`src/hdl/stc_pkg.sv`:
```
// Shared types and constants for the sleep tick compensator.
// No dependencies; used by stc_ctrl, stc_dp and sleep_tick_compensator.
package stc_pkg;

    localparam int TPS_W   = 14;
    localparam int HZ_W    = 20;
    localparam int MPT_W   = 10;
    localparam int CFG_W   = 20;
    localparam int IDX_W   = 2;
    localparam int SUM_W   = 64;
    localparam int TICK_W  = 32;
    localparam int STEP_W  = 6;

    localparam logic [STEP_W-1:0] MUL_LAST = STEP_W'(TPS_W - 1);
    localparam logic [STEP_W-1:0] DIV_LAST = STEP_W'(SUM_W - 1);
    localparam logic [STEP_W-1:0] REQ_STEPS = STEP_W'(TICK_W);

    localparam logic [IDX_W-1:0] CFG_TPS   = 2'd0;
    localparam logic [IDX_W-1:0] CFG_HZ    = 2'd1;
    localparam logic [IDX_W-1:0] CFG_MPT   = 2'd2;
    localparam logic [IDX_W-1:0] CFG_CLAMP = 2'd3;

    localparam logic [TPS_W-1:0] TPS_RESET = 14'd1000;
    localparam logic [HZ_W-1:0]  HZ_RESET  = 20'd32768;
    localparam logic [MPT_W-1:0] MPT_RESET = 10'd1;

    typedef struct packed {
        logic load_entry;
        logic start;
        logic mul_step;
        logic div_step;
        logic req_step;
        logic finish;
    } t_cmd;

    typedef struct packed {
        logic out_busy;
    } t_sts;

endpackage

```
`src/hdl/stc_ctrl.sv`:
```
// Sequencer for the sleep tick compensator: accept, multiply, divide, deliver.
// Depends on stc_pkg.
module stc_ctrl (
    input  logic          i_clk,
    input  logic          i_rst_n,
    input  logic          i_valid,
    input  logic          i_operation,
    output logic          o_ready,
    input  stc_pkg::t_sts i_sts,
    output stc_pkg::t_cmd o_cmd
);

    localparam logic [1:0] S_IDLE = 2'd0;
    localparam logic [1:0] S_MUL  = 2'd1;
    localparam logic [1:0] S_DIV  = 2'd2;
    localparam logic [1:0] S_FIN  = 2'd3;

    logic [1:0]                  r_state, n_state;
    logic [stc_pkg::STEP_W-1:0]  r_cnt, n_cnt;
    logic                        w_acc;

    assign o_ready = (r_state == S_IDLE);
    assign w_acc   = i_valid && o_ready;

    always_comb begin
        n_state = r_state;
        n_cnt   = r_cnt;
        o_cmd   = '0;
        case (r_state)
            S_IDLE: begin
                o_cmd.load_entry = w_acc && !i_operation;
                o_cmd.start      = w_acc && i_operation;
                if (w_acc && i_operation) begin
                    n_state = S_MUL;
                    n_cnt   = '0;
                end
            end
            S_MUL: begin
                o_cmd.mul_step = 1'b1;
                if (r_cnt == stc_pkg::MUL_LAST) begin
                    n_state = S_DIV;
                    n_cnt   = '0;
                end else begin
                    n_cnt = r_cnt + 1'b1;
                end
            end
            S_DIV: begin
                o_cmd.div_step = 1'b1;
                o_cmd.req_step = (r_cnt < stc_pkg::REQ_STEPS);
                if (r_cnt == stc_pkg::DIV_LAST) begin
                    n_state = S_FIN;
                end else begin
                    n_cnt = r_cnt + 1'b1;
                end
            end
            S_FIN: begin
                if (!i_sts.out_busy) begin
                    o_cmd.finish = 1'b1;
                    n_state      = S_IDLE;
                end
            end
            default: begin
                n_state = S_IDLE;
            end
        endcase
    end

    always_ff @(posedge i_clk) begin
        if (!i_rst_n) begin
            r_state <= S_IDLE;
            r_cnt   <= '0;
        end else begin
            r_state <= n_state;
            r_cnt   <= n_cnt;
        end
    end

endmodule

```
`src/hdl/stc_dp.sv`:
```
// Datapath: config registers, shift-add multiplier, restoring dividers, result register.
// Depends on stc_pkg; driven by stc_ctrl commands.
module stc_dp #(
    parameter int COUNTER_WIDTH = 64,
    parameter int CARRY_WIDTH   = 20
) (
    input  logic                        i_clk,
    input  logic                        i_rst_n,
    input  logic                        i_cfg_valid,
    input  logic [stc_pkg::IDX_W-1:0]   i_cfg_index,
    input  logic [stc_pkg::CFG_W-1:0]   i_cfg_data,
    input  logic [COUNTER_WIDTH-1:0]    i_counter_value,
    input  logic [stc_pkg::TICK_W-1:0]  i_sleep_ms,
    input  stc_pkg::t_cmd               i_cmd,
    output stc_pkg::t_sts               o_sts,
    input  logic                        i_out_ready,
    output logic                        o_out_valid,
    output logic [stc_pkg::TICK_W-1:0]  o_credit_ticks,
    output logic [stc_pkg::TICK_W-1:0]  o_requested_ticks,
    output logic                        o_was_clamped
);

    logic [stc_pkg::TPS_W-1:0]  r_tps;
    logic [stc_pkg::HZ_W-1:0]   r_hz;
    logic [stc_pkg::MPT_W-1:0]  r_mpt;
    logic                       r_clamp;

    logic [COUNTER_WIDTH-1:0]   r_entry;
    logic [CARRY_WIDTH-1:0]     r_carry;

    logic [stc_pkg::SUM_W-1:0]  r_acc;
    logic [stc_pkg::SUM_W-1:0]  r_mcand;
    logic [stc_pkg::TPS_W-1:0]  r_mplier;
    logic [stc_pkg::HZ_W-1:0]   r_rem;
    logic [stc_pkg::TICK_W-1:0] r_ms;
    logic [stc_pkg::TICK_W-1:0] r_rq;
    logic [stc_pkg::MPT_W-1:0]  r_rr;
    logic                       r_out_valid;

    logic [stc_pkg::HZ_W-1:0]   w_hz;
    logic [stc_pkg::MPT_W-1:0]  w_mpt;
    logic [COUNTER_WIDTH-1:0]   w_elapsed;
    logic [stc_pkg::HZ_W:0]     w_dt;
    logic                       w_dge;
    logic [stc_pkg::MPT_W:0]    w_rt;
    logic                       w_rge;
    logic [stc_pkg::TICK_W-1:0] w_actual;
    logic [stc_pkg::TICK_W-1:0] w_req;

    assign w_hz      = (r_hz == '0) ? stc_pkg::HZ_W'(1) : r_hz;
    assign w_mpt     = (r_mpt == '0) ? stc_pkg::MPT_W'(1) : r_mpt;
    assign w_elapsed = i_counter_value - r_entry;

    assign w_dt  = {r_rem, r_acc[stc_pkg::SUM_W-1]};
    assign w_dge = (w_dt >= {1'b0, w_hz});
    assign w_rt  = {r_rr, r_rq[stc_pkg::TICK_W-1]};
    assign w_rge = (w_rt >= {1'b0, w_mpt});

    assign w_actual = r_acc[stc_pkg::TICK_W-1:0];
    assign w_req    = (w_mpt == stc_pkg::MPT_W'(1)) ? (r_ms - 1'b1) : r_rq;

    assign o_sts.out_busy = r_out_valid && !i_out_ready;
    assign o_out_valid    = r_out_valid;

    always_ff @(posedge i_clk) begin
        if (!i_rst_n) begin
            r_tps       <= stc_pkg::TPS_RESET;
            r_hz        <= stc_pkg::HZ_RESET;
            r_mpt       <= stc_pkg::MPT_RESET;
            r_clamp     <= 1'b1;
            r_entry     <= '0;
            r_carry     <= '0;
            r_out_valid <= 1'b0;
        end else begin
            if (i_cfg_valid) begin
                case (i_cfg_index)
                    stc_pkg::CFG_TPS:   r_tps   <= i_cfg_data[stc_pkg::TPS_W-1:0];
                    stc_pkg::CFG_HZ:    r_hz    <= i_cfg_data[stc_pkg::HZ_W-1:0];
                    stc_pkg::CFG_MPT:   r_mpt   <= i_cfg_data[stc_pkg::MPT_W-1:0];
                    stc_pkg::CFG_CLAMP: r_clamp <= i_cfg_data[0];
                    default: begin
                    end
                endcase
            end
            if (i_cmd.load_entry) begin
                r_entry <= i_counter_value;
            end
            if (i_cmd.finish) begin
                r_carry     <= CARRY_WIDTH'(r_rem);
                r_out_valid <= 1'b1;
            end else if (i_out_ready) begin
                r_out_valid <= 1'b0;
            end
        end
    end

    always_ff @(posedge i_clk) begin
        if (i_cmd.start) begin
            r_acc    <= stc_pkg::SUM_W'(r_carry);
            r_mcand  <= stc_pkg::SUM_W'(w_elapsed);
            r_mplier <= r_tps;
            r_rem    <= '0;
            r_ms     <= i_sleep_ms;
            r_rq     <= i_sleep_ms + stc_pkg::TICK_W'(w_mpt >> 1);
            r_rr     <= '0;
        end
        if (i_cmd.mul_step) begin
            if (r_mplier[0]) begin
                r_acc <= r_acc + r_mcand;
            end
            r_mcand  <= r_mcand << 1;
            r_mplier <= r_mplier >> 1;
        end
        if (i_cmd.div_step) begin
            r_rem <= w_dge ? stc_pkg::HZ_W'(w_dt - {1'b0, w_hz})
                           : w_dt[stc_pkg::HZ_W-1:0];
            r_acc <= {r_acc[stc_pkg::SUM_W-2:0], w_dge};
        end
        if (i_cmd.req_step) begin
            r_rr <= w_rge ? stc_pkg::MPT_W'(w_rt - {1'b0, w_mpt})
                          : w_rt[stc_pkg::MPT_W-1:0];
            r_rq <= {r_rq[stc_pkg::TICK_W-2:0], w_rge};
        end
        if (i_cmd.finish) begin
            o_requested_ticks <= w_req;
            if (r_clamp && (w_actual > w_req)) begin
                o_credit_ticks <= w_req;
                o_was_clamped  <= 1'b1;
            end else begin
                o_credit_ticks <= w_actual;
                o_was_clamped  <= 1'b0;
            end
        end
    end

endmodule

```
`src/hdl/sleep_tick_compensator.sv`:
```
// Sleep tick compensator top level: joins stc_ctrl and stc_dp. Depends on stc_pkg.
// Entry word: latches the counter value, no result. Exit word: after accept, 14 shift-add
// multiply steps over the tick rate, 64 restoring divide steps by the slow clock and
// 1 deliver step register the result; the next word is taken after deliver; one exit in flight.
// Input is taken again while a result waits; deliver holds until that result is taken.
// Sync active-low reset clears control, entry count, carried remainder, restores config.
module sleep_tick_compensator #(
    parameter int COUNTER_WIDTH = 64,
    parameter int CARRY_WIDTH   = 20
) (
    input  logic                        i_clk,
    input  logic                        i_rst_n,
    input  logic                        i_cfg_valid,
    output logic                        o_cfg_ready,
    input  logic [stc_pkg::IDX_W-1:0]   i_cfg_index,
    input  logic [stc_pkg::CFG_W-1:0]   i_cfg_data,
    input  logic                        i_valid,
    output logic                        o_ready,
    input  logic                        i_operation,
    input  logic [COUNTER_WIDTH-1:0]    i_counter_value,
    input  logic [stc_pkg::TICK_W-1:0]  i_sleep_ms,
    output logic                        o_valid,
    input  logic                        i_ready,
    output logic [stc_pkg::TICK_W-1:0]  o_credit_ticks,
    output logic [stc_pkg::TICK_W-1:0]  o_requested_ticks,
    output logic                        o_was_clamped
);

    stc_pkg::t_cmd w_cmd;
    stc_pkg::t_sts w_sts;

    assign o_cfg_ready = 1'b1;

    stc_ctrl u_ctrl (
        .i_clk       (i_clk),
        .i_rst_n     (i_rst_n),
        .i_valid     (i_valid),
        .i_operation (i_operation),
        .o_ready     (o_ready),
        .i_sts       (w_sts),
        .o_cmd       (w_cmd)
    );

    stc_dp #(
        .COUNTER_WIDTH (COUNTER_WIDTH),
        .CARRY_WIDTH   (CARRY_WIDTH)
    ) u_dp (
        .i_clk             (i_clk),
        .i_rst_n           (i_rst_n),
        .i_cfg_valid       (i_cfg_valid),
        .i_cfg_index       (i_cfg_index),
        .i_cfg_data        (i_cfg_data),
        .i_counter_value   (i_counter_value),
        .i_sleep_ms        (i_sleep_ms),
        .i_cmd             (w_cmd),
        .o_sts             (w_sts),
        .i_out_ready       (i_ready),
        .o_out_valid       (o_valid),
        .o_credit_ticks    (o_credit_ticks),
        .o_requested_ticks (o_requested_ticks),
        .o_was_clamped     (o_was_clamped)
    );

    a_exit_busy: assert property (@(posedge i_clk) disable iff (!i_rst_n)
        (i_valid && o_ready && i_operation) |=> !o_ready)
        else $error("exit word did not make the block busy");

    a_clamp_eq: assert property (@(posedge i_clk) disable iff (!i_rst_n)
        (o_valid && o_was_clamped) |-> (o_credit_ticks == o_requested_ticks))
        else $error("clamped credit differs from requested ticks");

    a_rise_fin: assert property (@(posedge i_clk) disable iff (!i_rst_n)
        $rose(o_valid) |-> $past(w_cmd.finish))
        else $error("result appeared without a finish step");

endmodule
```
`config.mk`:
```
export PLATFORM = sky130hd
export DESIGN_NAME = sleep_tick_compensator
export DESIGN_NICKNAME = d
export VERILOG_FILES = /design/src/hdl/stc_pkg.sv /design/src/hdl/stc_ctrl.sv /design/src/hdl/stc_dp.sv /design/src/hdl/sleep_tick_compensator.sv
export SDC_FILE = /design/constraint.sdc
export NUM_CORES = 1
export LEC_CHECK = 0
export ABC_CLOCK_PERIOD_IN_PS = 6500
export CORE_ASPECT_RATIO = 0.5
export CORE_UTILIZATION = 65
export DETAILED_ROUTE_END_ITERATION = 10
export DONT_BUFFER_PORTS = 1
export HOLD_SLACK_MARGIN = 0.03
export MAX_ROUTING_LAYER = met4
export PLACE_DENSITY = 0.88
export SETUP_SLACK_MARGIN = 0.05
export SYNTH_ARGS = -nofsm -noshare
export SYNTH_HDL_FRONTEND = slang
export SYNTH_HIERARCHICAL = 1
export SYNTH_SLANG_ARGS = --single-unit
```
`constraint.sdc`:
```
create_clock -name i_clk -period 6.5 [get_ports i_clk]
set_input_delay 1.3 -clock i_clk [delete_from_list [all_inputs] [get_ports i_clk]]
set_output_delay 1.3 -clock i_clk [all_outputs]
set_load 0.02 [all_outputs]
```
==> impl_results.md <==
* Fmax at 175.9 MHz
* Synth Flop Type: edfxtp_1
* Mapped Cells at 3,088
* Final Max Slew Viols at 0
* Drt first pass iters at 5
* Postcts setup bufs at 0
* Worst-Margin Slew at 1.193 ns
* Most frequent cells in the layout: 324 x nand2_1, 235 x edfxtp_1, 221 x inv_1, 221 x a21oi_1, 204 x dfxtp_1
* GRT Total Usage at 0.3294
* Most common cell after layout, fill and taps aside: nand2_1
* Placer Congestion at 0.9765
* Root buffer cell: clkbuf_16
* Grt total ovfl at 0
* Ys Warns at 6
* Die X at 297.7 um
* WP data required at about 6.8 ns
* Port-buffer cells at 0
* Layout cells sized above 1 at 0.05164
* Synth Area in XOR/XNOR at 0.05980
* Post-synth top area share at 0.2484
* Synth cell types at 84
* Antenna violations before repair at 1
* Largest net degree at the start of global routing at 137
* CTS Sinks at 439
* Crit path max fanout at 33
* Crit Path Class: reg -> reg
* First-pass GRT wire length at 114,700 um
* Worst-path clk slew at 0.07 ns
* Die extent in y at 149.8 um
* Final min period at ~5.7 ns
* Combinational power share at 0.456
* Post-synth ARST share at 0
* Critical Path Source Type: flop
* Peak VDD IR at 230.2 uV
* Int Pwr at 7.490 mW
* Synth top area cells: edfxtp_1 25%, dfxtp_1 14%, ha_1 9.0%, mux2i_1 4.3%, nand2_1 4.3%
* Setup crit end kind: flop
* Die Area at around 0.045 sq mm
* Reg-to-reg startpoint: u_dp/r_ms[16]
* Post-Synth Simple-Gate Area at 0.1499
* Dpl cell area at 0.02870 sq mm
* Synth Cell Area at approximately 0.028 sq mm
* Post-CTS Hold Buffers at 0
* HP Class: reg -> reg
* Depth of the worst hold-timing path at 2
* Adder-Cell Fraction of Synth Area at 0.09336
* Syn_nets at 3,421
* Number of flops mapped to enable cells by yosys at 235
* Drt total wl at 73,000 um
* Clk buf depth at 3
* # DRC at 0
* Clock Skew at 0.02894 ns
* Clock power frac at 0.195
* Max H-tree Level at 2
* Sequential share of power at 0.349
* Core box area at 0.04251 sq mm
* Hold Path Sink: u_dp/r_tps[6]
* Period Utilization, post-route at 0.8747
* 1st-iter DRT viols at 2,443
* Post-route cell area at around 0.030 sq mm
* Synthesized area per cell at 9.201 sq um
* Initial Utilization at 0.6684
* Compound-Gate Fraction of Synth Area at 0.1949
* Net Switching at around 5.2 mW
* Mux share of post-synthesis cell area at 0.05839
* R2r setup slk at 0.81 ns
* Post-route ant nets at 0
* Outcome: complete, no violations
* Endpoints failing setup at 0
* Largest family of logic cells by synthesized area: compound AO/OA/AOI/OAI gates
* Final hold vios at 0
* Clock Latency Late Sink at 0.59 ns
* Synth-to-layout area growth at 5.720%
* Sw Ratio at 0.4118
* Static leakage at between 10 and 15 nW
* Vias in the first global route at 21,190
* # resized after CTS at 0
* Yosys top cell by area: edfxtp_1
* Wire length per cell at 20.28 um
* P per Cell Area at approximately 420 mW/mm^2
* MaxCap Viol Count at 0
* RSZ-0062 raised after global routing: no
* Via count at 22,890
* R2R Path End: u_dp/o_credit_ticks[18]
* CTS tree: yes
* Number of vias per cell at 6.361
* Seq/Total Area, Yosys at 0.3921
* Worst Path Arrival at between 6 and 7 ns
* Num CTS Buffers at 41
* Seq cells post-synth at 439
* Hold_sp: u_dp/r_tps[6]
* Max_slew headroom at 0.2019
* Post-DP HPWL at 53,090 um
* Setup_tns at 0 ns
* Num ports at 192
* Net count, final at 3,322
* Row count at 53
* Worst R2R Path Depth at 22
Yosys cell counts (12+ instances only):
| library cell | instances |
|---|---|
| and3_1 | 19 |
| mux2i_1 | 123 |
| nand3_1 | 58 |
| nor3_1 | 44 |
| and2_1 | 16 |
| a22o_1 | 59 |
| xor2_1 | 70 |
| o31ai_1 | 20 |
| ha_1 | 204 |
| nor2b_1 | 137 |
| o21a_1 | 21 |
| nand4_1 | 46 |
| o21bai_1 | 26 |
| a211oi_1 | 26 |
| o21ai_1 | 16 |
| mux2_2 | 38 |
| nor2_1 | 119 |
| buf_2 | 12 |
| a21oi_1 | 221 |
| dfxtp_1 | 204 |
| o221ai_1 | 19 |
| inv_1 | 221 |
| a31oi_1 | 15 |
| nand2_1 | 324 |
| nand2b_1 | 29 |
| a221oi_1 | 16 |
| clkbuf_1 | 139 |
| o21ai_0 | 180 |
| xnor2_1 | 124 |
| nor4_1 | 14 |
| edfxtp_1 | 235 |
| a21o_1 | 99 |
| a21boi_0 | 46 |
power by group through the flow:
stage               registers (mW)  logic (mW)  clock network [mW]
detailed placement            4.46        5.66                   0
floorplan                     4.18        4.52                   0
global route                  4.48        6.38                2.60
global placement              4.44        5.50                   0
CTS                           4.41        5.71                2.50
finish                        4.44        5.81                2.48
worst max-delay path, cell delays in order (launching register included):
cell and delay [ns]:
edfxtp_1 0.42, or3_1 0.42, or4_1 0.45, nor3_1 0.39
nand2_1 0.15, nor3_1 0.21, xnor2_1 0.09, o21ai_0 0.35
inv_1 0.10, ha_1 0.31, a21oi_1 0.15, nor2b_1 0.07
o21ai_0 0.21, nand2b_1 0.08, a21oi_1 0.19, nor2b_1 0.07
o21ai_0 0.20, nand2b_1 0.11, a21oi_1 0.19, o21ai_0 0.13
o211ai_1 0.21, buf_4 0.49, mux2_2 0.40
cell type report:
cell class	instances	area (sq um)
antenna	1	2.502
clock buffer	54	1136
clock inverter	21	201.4
fill	3155	12470
inverter	221	829.5
multi-input combinational	2268	15870
sequential	439	11140
tap	577	721.9
timing repair buffer	18	135.1
how the worst max path moves through the flow:
stage	start	end	slack (ns)
finish	u_dp/r_ms[16]	u_dp/o_credit_ticks[18]	0.81
global route	u_dp/r_ms[3]	u_dp/o_credit_ticks[18]	0.42
CTS	u_dp/r_ms[17]	u_dp/o_credit_ticks[9]	0.90
detailed placement	u_dp/r_ms[17]	u_dp/o_credit_ticks[9]	1.06
global placement	u_dp/r_ms[16]	u_dp/o_credit_ticks[18]	1.41
floorplan	i_ready	u_dp/r_carry[0]	1.08
state kept, by name (all words and copies together), names as in the netlist:
| signal | flops |
|---|---|
| u_dp/o_requested_ticks | 32 |
| u_dp/r_rr | 10 |
| u_dp/r_entry | 64 |
| u_dp/r_ms | 32 |
| u_dp/r_mpt | 10 |
| u_dp/r_clamp | 1 |
| u_dp/r_acc | 64 |
| u_dp/r_hz | 20 |
| u_dp/r_carry | 20 |
| u_dp/o_credit_ticks | 32 |
| u_dp/r_mcand | 64 |
| u_ctrl/r_state | 2 |
| u_dp/r_tps | 14 |
| u_dp/o_out_valid | 1 |
| u_dp/r_mplier | 14 |
| u_dp/r_rq | 32 |
| u_dp/o_was_clamped | 1 |
| u_dp/r_rem | 20 |
| u_ctrl/r_cnt | 6 |
layer usage:
layer / part of all wire / wire length, um / GRT usage / vias to the layer above
li1: - / - / - / 10900
met1: 0.45 / 32570 / 0.4474 / 10910
met2: 0.44 / 31920 / 0.5052 / 948
met3: 0.089 / 6490 / 0.05633 / 138
met4: 0.028 / 2014 / 0.1000 / 0
met5: 0 / 0 / - / -
cells by family (layout without fill, tap and decap cells):
family / after synthesis / count (layout)
other: 1 / 2
buffers and inverters: 381 / 314
adder cells (fa/ha/maj): 209 / 209
AND/OR/NAND/NOR: 865 / 865
XOR/XNOR: 194 / 194
flip-flops: 439 / 439
multiplexers: 161 / 161
AO/OA/AOI/OAI: 838 / 838
per-stage QoR:
stage | power, mW | utilization | cells | hold WS, ns | worst slack, ns
2_1_floorplan | 8.703 | - | 3088 | 0.4318 | 1.085
3_3_place_gp | 9.941 | 0.6752 | 3523 | 0.4444 | 1.411
3_5_place_dp | 10.12 | 0.6752 | 3523 | 0.4492 | 1.059
4_1_cts | 12.62 | 0.7066 | 3598 | 0.4656 | 0.8950
5_1_grt | 13.46 | 0.7067 | 3599 | 0.4840 | 0.4191
6_report | 12.73 | 0.7067 | 3599 | 0.4668 | 0.8148
(Power assumes the default switching activity.)
